--- src/rtl/pmx_pkg.sv ---
`timescale 1ns / 1ps
`default_nettype none

package pmx_pkg;

    localparam int VOICES           = 4;
    localparam int CLIPS            = 16;
    localparam int SAMPLE_ADDR_BITS = 16;

    localparam int SAMPLE_W  = 16;
    localparam int LEN_W     = 17;
    localparam int VOL_W     = 8;
    localparam int CFG_IDX_W = 2;
    localparam int CFG_DAT_W = 8;
    localparam int MEM_DEPTH = 1 << SAMPLE_ADDR_BITS;

    localparam int VIDX_W = (VOICES > 1) ? $clog2(VOICES) : 1;
    localparam int VCNT_W = $clog2(VOICES + 1);
    localparam int CIDX_W = (CLIPS > 1) ? $clog2(CLIPS) : 1;
    localparam int ACC_W  = SAMPLE_W + $clog2(VOICES);
    localparam int PROD_W = ACC_W + VOL_W + 1;
    localparam int MIX_SHIFT = 8;

    localparam int VOLUME_RESET = 22;
    localparam int SAMPLE_MAX   = 32767;
    localparam int SAMPLE_MIN   = -32768;

    localparam logic signed [PROD_W-1:0] PROD_MAX = PROD_W'(SAMPLE_MAX);
    localparam logic signed [PROD_W-1:0] PROD_MIN = PROD_W'(SAMPLE_MIN);

    localparam logic [CFG_IDX_W-1:0] CFG_VOLUME  = CFG_IDX_W'(0);
    localparam logic [CFG_IDX_W-1:0] CFG_ENABLED = CFG_IDX_W'(1);

    typedef logic [SAMPLE_ADDR_BITS-1:0] t_saddr;
    typedef logic [LEN_W-1:0]            t_len;
    typedef logic [VIDX_W-1:0]           t_vidx;
    typedef logic [VCNT_W-1:0]           t_vcnt;
    typedef logic [CIDX_W-1:0]           t_cidx;
    typedef logic signed [ACC_W-1:0]     t_acc;

    typedef enum logic [1:0] {
        OP_LOAD_SAMPLE = 2'd0,
        OP_LOAD_CLIP   = 2'd1,
        OP_PLAY        = 2'd2,
        OP_TICK        = 2'd3
    } t_opcode;

    typedef enum logic [2:0] {
        S_IDLE,
        S_PICK,
        S_MIX,
        S_DRAIN,
        S_SEND
    } t_state;

    typedef struct packed {
        logic valid;
        t_acc acc;
    } t_scale_req;

endpackage

`default_nettype wire

--- src/rtl/pmx_scaler.sv ---
`timescale 1ns / 1ps
`default_nettype none

module pmx_scaler import pmx_pkg::*; (
    input  wire logic                       i_clk,
    input  wire logic                       i_rst_n,
    input  wire t_scale_req                 i_req,
    input  wire logic [VOL_W-1:0]           i_volume,
    output logic                            o_busy,
    output logic                            o_strobe,
    output logic signed [SAMPLE_W-1:0]      o_sample
);

    logic                       r_prod_valid;
    logic signed [PROD_W-1:0]   r_prod;
    logic                       r_out_valid;
    logic signed [SAMPLE_W-1:0] r_out;

    logic signed [PROD_W-1:0]   w_prod;
    logic signed [PROD_W-1:0]   w_shift;
    logic signed [SAMPLE_W-1:0] w_sat;

    assign w_prod  = PROD_W'(i_req.acc) * $signed({1'b0, i_volume});
    // Arithmetic shift floors toward minus infinity.
    assign w_shift = r_prod >>> MIX_SHIFT;

    always_comb begin
        if (w_shift > PROD_MAX) begin
            w_sat = SAMPLE_W'(PROD_MAX);
        end else if (w_shift < PROD_MIN) begin
            w_sat = SAMPLE_W'(PROD_MIN);
        end else begin
            w_sat = w_shift[SAMPLE_W-1:0];
        end
    end

    always_ff @(posedge i_clk) begin
        if (!i_rst_n) begin
            r_prod_valid <= 1'b0;
            r_out_valid  <= 1'b0;
        end else begin
            r_prod_valid <= i_req.valid;
            r_out_valid  <= r_prod_valid;
        end
    end

    always_ff @(posedge i_clk) begin
        if (i_req.valid) begin
            r_prod <= w_prod;
        end
        if (r_prod_valid) begin
            r_out <= w_sat;
        end
    end

    assign o_busy   = r_prod_valid || r_out_valid;
    assign o_strobe = r_out_valid;
    assign o_sample = r_out;

endmodule

`default_nettype wire

--- config.mk ---
export PLATFORM = sky130hd
export DESIGN_NAME = pmx_scaler
export DESIGN_NICKNAME = d
export VERILOG_FILES = /design/src/rtl/pmx_pkg.sv /design/src/rtl/pmx_scaler.sv
export SDC_FILE = /design/constraint.sdc
export NUM_CORES = 1
export LEC_CHECK = 0
export BUFFER_PORTS_ARGS = -buffer_cell sky130_fd_sc_hd__buf_2
export CORE_ASPECT_RATIO = 1.1
export CORE_UTILIZATION = 33
export CTS_CLUSTER_DIAMETER = 150
export DETAILED_ROUTE_END_ITERATION = 6
export HOLD_SLACK_MARGIN = 0.03
export RECOVER_POWER = 100
export SYNTH_ARGS = -nofsm -noshare
export SYNTH_HDL_FRONTEND = slang
export SYNTH_SLANG_ARGS = --single-unit
--- constraint.sdc ---
create_clock -name i_clk -period 7.5 [get_ports i_clk]
set_input_delay 0 -clock i_clk [delete_from_list [all_inputs] [get_ports i_clk]]
set_output_delay 0 -clock i_clk [all_outputs]
set_load 0.05 [all_outputs]
## Word level (Yosys, flattened, before mapping)

Cells that the tools add are included.

| operators by class | value |
|---|---|
| multiply operators | 1 |
| reductions and logical operators | 1 |
| muxes and demuxes | 1 |
| magnitude comparators | 2 |

Operator list:

| operator | count |
|---|---|
| $mul 18x9->27 | 1 |
| $gt 19x16->1 const B | 1 |
| $lt 19x16->1 const B | 1 |
| $mux 16 | 1 |
| $logic_or 1x1->1 | 1 |

| word-level totals | value |
|---|---|
| register bits after elaboration | 45 |
| input port bits | 29 |
| output and inout port bits | 18 |
| word-level logic and storage cells | 9 |

## Longest topological paths before layout

Gate-level depths: netlist of the first run.

| depth | value |
|---|---|
| depth after elaboration | 2 |
| mapped depth | 19 |
| depth with buffers taken out | 18 |

## Worst setup path before layout of the first run

OpenSTA, ideal clock, no wires.

| path | value |
|---|---|
| kind | input-to-reg |
| start point | in i_volume[2] |
| end point | reg r_prod[26] (data pin) |
| setup time | 0.260 ns |
| setup slack | 2.894 ns |
| path buffers | 2 |
| cell stages on the path | 18 |
| required time | 7.240 ns |
| data arrival time | 4.346 ns |
| path through | clkbuf_1 > clkbuf_1 > nand2_1 > fa_1 > inv_1 > fa_1 > inv_1 > fa_1 > inv_1 > fa_1 > ha_1 > a211oi_4 > o41ai_4 > a32oi_2 > o21ai_2 > o41ai_2 > o21bai_2 > xnor2_1 |

| on the way | value |
|---|---|
| word-level cells in the longest chain between the ends | 1 |

RTL lines:

| element | line | RTL |
|---|---|---|
| start, declared | pmx_scaler.sv:8 | `input wire logic [VOL_W-1:0] i_volume,` |
| $mul 18x9->27 | pmx_scaler.sv:23 | `assign w_prod = PROD_W'(i_req.acc) * $signed({1'b0, i_volume});` |
| named net w_prod[26] | pmx_scaler.sv:19 | `logic signed [PROD_W-1:0] w_prod;` |
| end signal, assigned | pmx_scaler.sv:49 | `r_prod <= w_prod;` |
| end, declared | pmx_scaler.sv:15 | `logic signed [PROD_W-1:0] r_prod;` |

The timed path passes the listed nets, and every way through them passes these cells.
A chain may end at the register's enable or synchronous reset.

## Worst setup path after layout of the first run

Same ends and word-level chain as after synthesis.

==> results.py, run 1 <==
metrics = {
    "outcome": {
        "run_status": "completed",
    },
    "critical_path": {
        "worstRegToRegCells": 2,
        "crit_path_frequent_cell": "sky130_fd_sc_hd__fa_1",
        "crit_cells": 17,
        "critical_path.max_stage_delay_ns": 0.61,
        "critPathLaunch": "i_volume[2]",
        "r2r_start": "r_prod[26]",
        "standard_cell_with_the_maximum_stage_delay_on_the_critical_path": "sky130_fd_sc_hd__clkbuf_1",
        "timing.setup.critical_path_class": "in -> reg",
        "buffers_plus_inverters_on_the_worst_setup_path": 4,
        "crit_path_max_fanout": 18,
        "critPathArrivalTime_ns": 5.05,
        "start_kind": "input port",
        "worstPathCellList": "clkbuf_1 > nand2_1 > fa_1 > inv_1 > fa_1 > inv_1 > fa_1 > inv_1 > fa_1 > ha_1 > a211oi_4 > o41ai_1 > a32oi_2 > o21ai_0 > o41ai_1 > o21bai_2 > xnor2_1",
        "cp.required_ns": 7.52,
        "timing.critical_path.to_type": "flip-flop",
        "critPathTopFamily": "adder cells",
    },
    "grt": {
        "globalRoute.totalOverflow": 0,
        "grt_first_pass_wirelength_um": 19900,
        "antenna_violations_before_repair": 0,
        "globalRouteTotalUtil_pct": 12.5,
        "grt_start_max_net_pins": 21,
        "via_count_of_the_first_global_routing_pass": 4114,
    },
    "yosys": {
        "synth_edf_count": 35,
        "netlist.top_cell.by_area": "sky130_fd_sc_hd__fa_1",
        "synth.distinct_cells": 45,
        "async_flop_share_pct": 0,
        "area_share_of_the_largest_cell_type_after_synthesis_pct": 36.1,
        "avgSynthCellArea_sq_um": 9.76,
        "synth_area_sq_mm": 0.00627,
        "netlist_instances": 642,
        "synth.net_count": 834,
        "synth-seq-cells": 37,
        "synth_flop_cell": "sky130_fd_sc_hd__edfxtp_1",
        "ys_warn_count": 0,
        "sequential_area_share_after_synthesis_pct": 17.4,
        "synth_area_leaders": "sky130_fd_sc_hd__fa_1 (36%), sky130_fd_sc_hd__edfxtp_1 (17%), sky130_fd_sc_hd__inv_1 (10%)",
    },
    "die": {
        "std_cell_rows": 52,
        "floorplan.io_pins": 47,
        "core_region_area_sq_mm": 0.0185,
        "die_height_um": 147,
        "initial_core_util_pct": 33.9,
        "floorplan.die_area_sq_mm": 0.0195,
        "width_of_the_chip_um": 133,
    },
    "routing": {
        "mean_number_of_vias_per_cell": 4.34,
        "antenna_left": 0,
        "via_count": 4018,
        "drcViolationCount": 0,
        "wl_per_cell_um": 12.6,
        "dr.first_iter.drc_count": 100,
        "drt_pass1_iterations": 4,
        "drt_wl_total_um": 11600,
    },
    "pwr": {
        "power_leakage_uw": 0.00336,
        "power.density_mw_per_mm2": 341,
        "max-vdd-ir-drop_mv": 0.131,
    },
    "finish": {
        "antennaDiodeCount": 0,
        "synthToLayoutAreaGrowth_pct": 8.73,
        "area_of_the_multi_input_gates_sq_mm": 0.00443,
        "num-nets-final": 874,
        "layout.area.seq_sq_mm": 0.00109,
        "drive_above_1_share_pct": 5.71,
        "layout.filler_cells": 1955,
    },
    "clock_tree": {
        "ctsHtreeMaxLevel": 2,
        "cts_tree": "yes",
        "cts_root_buf": "sky130_fd_sc_hd__clkbuf_16",
        "worst_skew_pair.late_latency_ns": 0.27,
        "clk_path_buf_depth": 2,
        "numCtsBuffers": 5,
        "cts.sinks": 37,
        "cts_post_setup_buffers_inserted": 0,
        "clk_transition_reported_paths_ns": 0.05,
    },
    "sta": {
        "layout_min_cycle_time_ns": 5.03,
        "max_freq_ghz": 0.199,
        "fin_skew_ns": 0.00301,
        "worst-slew-pin-transition_ns": 1.04,
        "finalHoldWorstSlack_ns": 0.410,
        "timing_hold_violations_final": 0,
        "final.period_utilization_pct": 67.1,
        "report.final.setup_viol": 0,
        "rsz0062_at_grt": "no",
        "drv_slew": 0,
        "relSlewSlack_pct": 29.8,
        "final.setup.tns_ns": 0,
    },
    "place": {
        "io_buffer_count": 46,
        "gpl.final_weighted_congestion": 0.774,
        "dp.final_hpwl_um": 9870,
    },
    "job": {
        "max_cap_violations": 0,
    },
    "hold_path": {
        "holdCritStartpoint": "i_req[18]",
        "worst_hold_path.num_cells": 1,
        "hp-class": "in -> reg",
    },
}
[worst paths after layout]
kind                  end  slack (ns)
max reg2reg   o_sample[1]        6.09
min reg2reg  o_sample[15]        0.49
min            r_prod[26]        0.41
max            r_prod[26]        2.47
[stage by stage]
stage	utilization (%)	total power, uW	instance area, sq um	setup slack (ns)	std cells
6_report	36.9	2320	6810	2.47	926
5_1_grt	36.9	2580	6810	2.16	926
4_1_cts	37.3	2410	6890	3.04	926
3_5_place_dp	36.5	2210	6750	2.74	917
3_3_place_gp	36.5	2200	6750	2.84	917
2_1_floorplan	-	1870	6270	2.89	642
[cell usage after synthesis (all sizes together) (5+ instances only)]
library cell	count
edfxtp	35
nor3	5
a21oi	16
and2	82
fa	113
ha	50
o21ai	8
xor2	6
xnor2	16
nor2	8
inv	168
clkbuf	11
o21a	17
nand2	71
[placed cells by master, fill, tap and decap left out, types with 6 or more instances in the layout]
master                     netlist  final
sky130_fd_sc_hd__inv_1         168    168
sky130_fd_sc_hd__fa_1          113    113
sky130_fd_sc_hd__and2_1         82     80
sky130_fd_sc_hd__nand2_1        71     71
sky130_fd_sc_hd__ha_1           50     50
sky130_fd_sc_hd__edfxtp_1       35     35
sky130_fd_sc_hd__buf_2           2     26
sky130_fd_sc_hd__clkbuf_1       11     22
sky130_fd_sc_hd__o21a_1         16     17
sky130_fd_sc_hd__xnor2_1        16     16
sky130_fd_sc_hd__a21oi_1        14     14
sky130_fd_sc_hd__o21ai_0         4      8
sky130_fd_sc_hd__nor2_1          8      8
sky130_fd_sc_hd__xor2_1          6      6
[kinds of logic (layout without fill, tap and decap cells)]
logic type,count (synthesis),after routing,share of synthesized area [%]
buffers and inverters,182,223,10.9
and+or+nand+nor,178,178,14.5
adders and majority gates,163,163,46.1
AOI/OAI and AO/OA,60,60,7.95
DFF,37,37,17.4
xor gates and xnor gates,22,22,3.08
[metal layers]
| metal | vias up | share of wire, % | routed length [um] | GRT usage [%] |
|---|---|---|---|---|
| met5 | - | 0 | 0 | 0 |
| met4 | 0 | 0.64 | 74 | 2.22 |
| met3 | 6 | 2.4 | 275 | 1.01 |
| met2 | 58 | 44 | 5160 | 20.5 |
| met1 | 1944 | 53 | 6120 | 18.2 |
| li1 | 2010 | - | - | - |
[timing repair]
item / CTS / global route
gates resized for setup: 0 / 0
hold endpoints to repair: 2 / 0
hold buffers: 1 / 0
[state kept, by name (all words and copies together), names as in the netlist]
signal        cells
o_sample         16
o_strobe          1
r_prod           19
r_prod_valid      1
[report_power, final]
part / switching, uW / total [uW] / internal [uW]
clock: 68.2 / 191 / 122
sequential: 23.2 / 439 / 416
combinational: 983 / 1690 / 707
[worst reg2reg max path, stage by stage (launching register included)]
cell and delay, ns:
sky130_fd_sc_hd__edfxtp_1 0.41, sky130_fd_sc_hd__nor2_1 0.68, sky130_fd_sc_hd__o21a_1 0.20
[cell type report]
type / instances / share of cell area [%]
clock inverters: 1 / 0.0735
well taps: 243 / 4.46
flip-flops and latches: 37 / 16.0
inverters: 168 / 9.26
multi-input cells: 423 / 65.1
clock buffers: 7 / 1.95
repair buffers: 47 / 3.16
No activity file was read; power rests on OpenSTA's default activity.
==> run 2: changes to the inputs <==
==> constraint.sdc (replaced) <==
create_clock -name i_clk -period 4.05 [get_ports i_clk]
set_input_delay 0 -clock i_clk [delete_from_list [all_inputs] [get_ports i_clk]]
set_output_delay 0 -clock i_clk [all_outputs]
set_load 0.05 [all_outputs]
==> run 2 against run 1 <==
Cell area rose by 19%. Final cell count rose by 11%. Combinational power rose to 2.7 times the previous value. Sequential power rose by 85%. Via count rose by 7.9%. First-iteration DRC count rose by 9.0%. Highest routed layer unchanged. Critical path type unchanged. Clock skew fell by 0.0014 ns. Sequential share of layout area fell by 2.5 points. Clock-buffer cell count fell by 1. Largest cell class unchanged. Largest power group unchanged. Critical path depth did not move. Register-to-register slack got worse by 3.5 ns.
==> results.py, run 2 (synthesis gave the netlist of run 1 again) <==
metrics = {
    "outcome": {
        "run_status": "completed",
    },
    "routing": {
        "route.met2.wl_um": 5570,
        "drt_wl_total_um": 12200,
        "highest_layer": "met4",
        "wl_per_cell_um": 11.9,
        "dr.first_iter.drc_count": 109,
        "via_count": 4334,
        "drt_pass1_iterations": 4,
        "mean_number_of_vias_per_cell": 4.23,
        "met3_wirelength_um": 381,
        "antenna_left": 0,
        "drcViolationCount": 0,
        "met1Wirelength_um": 6120,
    },
    "critical_path": {
        "start_kind": "input port",
        "timing.critical_path.to_type": "flip-flop",
        "timing.setup.critical_path_class": "in -> reg",
        "buffers_plus_inverters_on_the_worst_setup_path": 5,
        "crit_path_frequent_cell": "sky130_fd_sc_hd__fa_1",
        "r2r_start": "r_prod[26]",
        "end_of_the_worst_register_to_register_path": "o_sample[5]",
        "worstPathCellList": "buf_12 > nand2_4 > fa_1 > inv_1 > fa_1 > inv_1 > fa_1 > inv_1 > fa_1 > ha_4 > a211oi_4 > o41ai_4 > a32oi_2 > o21ai_2 > o41ai_2 > buf_4 > xnor2_2",
        "critPathArrivalTime_ns": 4.02,
        "rrSetupSlack_ns": 2.60,
        "cp.required_ns": 4.08,
        "standard_cell_with_the_maximum_stage_delay_on_the_critical_path": "sky130_fd_sc_hd__fa_1",
        "crit_path_max_fanout": 6,
        "critical_path.max_stage_delay_ns": 0.55,
        "worstRegToRegCells": 2,
        "critPathTopFamily": "adder cells",
    },
    "sta": {
        "max_freq_ghz": 0.250,
        "fin_ws_ns": 0.0567,
        "rsz0062_at_grt": "yes",
        "relSlewSlack_pct": 34.6,
        "final.period_utilization_pct": 98.6,
        "worst-slew-pin-transition_ns": 0.981,
        "drv_slew": 0,
        "fin_skew_ns": 0.00165,
        "timing_hold_violations_final": 0,
        "layout_min_cycle_time_ns": 3.99,
        "report.final.setup_viol": 0,
    },
    "finish": {
        "drive_above_1_share_pct": 25.2,
        "regMostFlops": "r_prod",
        "synthToLayoutAreaGrowth_pct": 29.2,
        "largest_register_ffs": 19,
        "mostFrequentLayoutCell": "sky130_fd_sc_hd__inv_1",
        "final_cell_area_sq_mm": 0.00810,
        "antennaDiodeCount": 0,
        "num-nets-final": 973,
        "most-common-layout-cells": "sky130_fd_sc_hd__inv_1 (163), sky130_fd_sc_hd__fa_1 (111), sky130_fd_sc_hd__buf_4 (99)",
        "final_cell_count_no_fill": 1025,
        "layout.filler_cells": 1813,
    },
    "clock_tree": {
        "clk_transition_reported_paths_ns": 0.05,
        "cts_root_buf": "sky130_fd_sc_hd__clkbuf_16",
        "cts.sinks": 37,
        "cts_tree": "yes",
        "numCtsBuffers": 5,
        "worst_skew_pair.late_latency_ns": 0.27,
        "clk_path_buf_depth": 2,
        "ctsHtreeMaxLevel": 2,
    },
    "grt": {
        "globalRouteTotalUtil_pct": 13.3,
        "antenna_violations_before_repair": 0,
        "grt_start_max_net_pins": 21,
        "grt_first_pass_wirelength_um": 21300,
        "globalRoute.totalOverflow": 0,
        "via_count_of_the_first_global_routing_pass": 4438,
    },
    "die": {
        "die_height_um": 147,
        "floorplan.die_area_sq_mm": 0.0195,
        "std_cell_rows": 52,
        "floorplan.io_pins": 47,
        "width_of_the_chip_um": 133,
        "initial_core_util_pct": 33.9,
        "core_region_area_sq_mm": 0.0185,
    },
    "pwr": {
        "power.density_mw_per_mm2": 721,
        "max-vdd-ir-drop_mv": 0.270,
        "power_leakage_uw": 0.00398,
    },
    "hold_path": {
        "worst_hold_path.num_cells": 1,
        "hp-class": "in -> reg",
        "whs_endpoint": "r_prod[26]",
        "holdCritStartpoint": "i_req[18]",
    },
    "job": {
        "max_cap_violations": 0,
    },
    "place": {
        "placedInstanceArea_sq_mm": 0.00755,
        "io_buffer_count": 46,
        "gpl.final_weighted_congestion": 0.815,
        "post-place-cells": 1006,
        "place_ws_ns": -0.435,
        "dp.final_hpwl_um": 10500,
    },
}
[run 2: cell count changes in the layout (fill, tap and decap cells not counted), sizes merged]
cell,delta
buf,+96
clkbuf,+2
bufinv,+1
[run 2: area by class of cell]
| cell class | count | area (sq um) | share of cell area, % |
|---|---|---|---|
| Clock inverter | 2 | 33.8 | 0.417 |
| Multi-Input combinational cell | 423 | 4810 | 59.4 |
| Timing Repair Buffer | 146 | 1100 | 13.6 |
| Inverter | 168 | 631 | 7.79 |
| Clock buffer | 6 | 129 | 1.59 |
| Sequential cell | 37 | 1090 | 13.5 |
| Tap cell | 243 | 304 | 3.76 |
[run 2: worst reg2reg max path: cells and delay by family, from the launching register on]
family             cells  cell delay, ns
AOI/OAI and AO/OA      1            0.19
DFF                    1            0.41
and+or+nand+nor        1            0.72
[run 2: metrics by stage]
| step | power, uW | utilization [%] | TNS, ns | hold slack (ns) |
|---|---|---|---|---|
| floorplan | 3690 | - | -0.124 | 0.112 |
| global placement | 4930 | 40.9 | -3.07 | 0.219 |
| detailed placement | 4980 | 40.9 | -3.72 | 0.226 |
| CTS | 5470 | 41.9 | 0 | 0.184 |
| global route | 6460 | 43.8 | -0.184 | 0.486 |
| finish | 5830 | 43.8 | 0 | 0.434 |
[run 2: how the worst max path moves through the flow]
stage | startpoint | endpoint | depth (start not counted)
finish | i_volume[0] | r_prod[25] | 17
global placement | i_volume[2] | r_prod[26] | 17
floorplan | i_volume[0] | r_prod[26] | 18
detailed placement | i_volume[2] | r_prod[26] | 17
global route | i_req[11] | r_prod[26] | 16
CTS | i_volume[3] | r_prod[24] | 20
[run 2: repair_timing]
item	CTS	global route
endpoints found under the hold margin	2	0
cloned	0	1
pin swaps	2	42
gates resized for setup	5	78
buffers inserted	0	9
endpoints found under the setup margin	7	12
hold buffers	1	0
[run 2: metal layers]
layer  vias up  GRT usage [%]
li1       2211              -
met1      2047           19.4
met2        64           20.7
met3        12           1.98
met4         0           3.47
met5         -              0
[run 2: power by group]
part           leakage (uW)  switching [uW]  internal [uW]
clock network     0.0000785             131            288
registers          0.000349            42.6            771
logic               0.00355            2260           2340
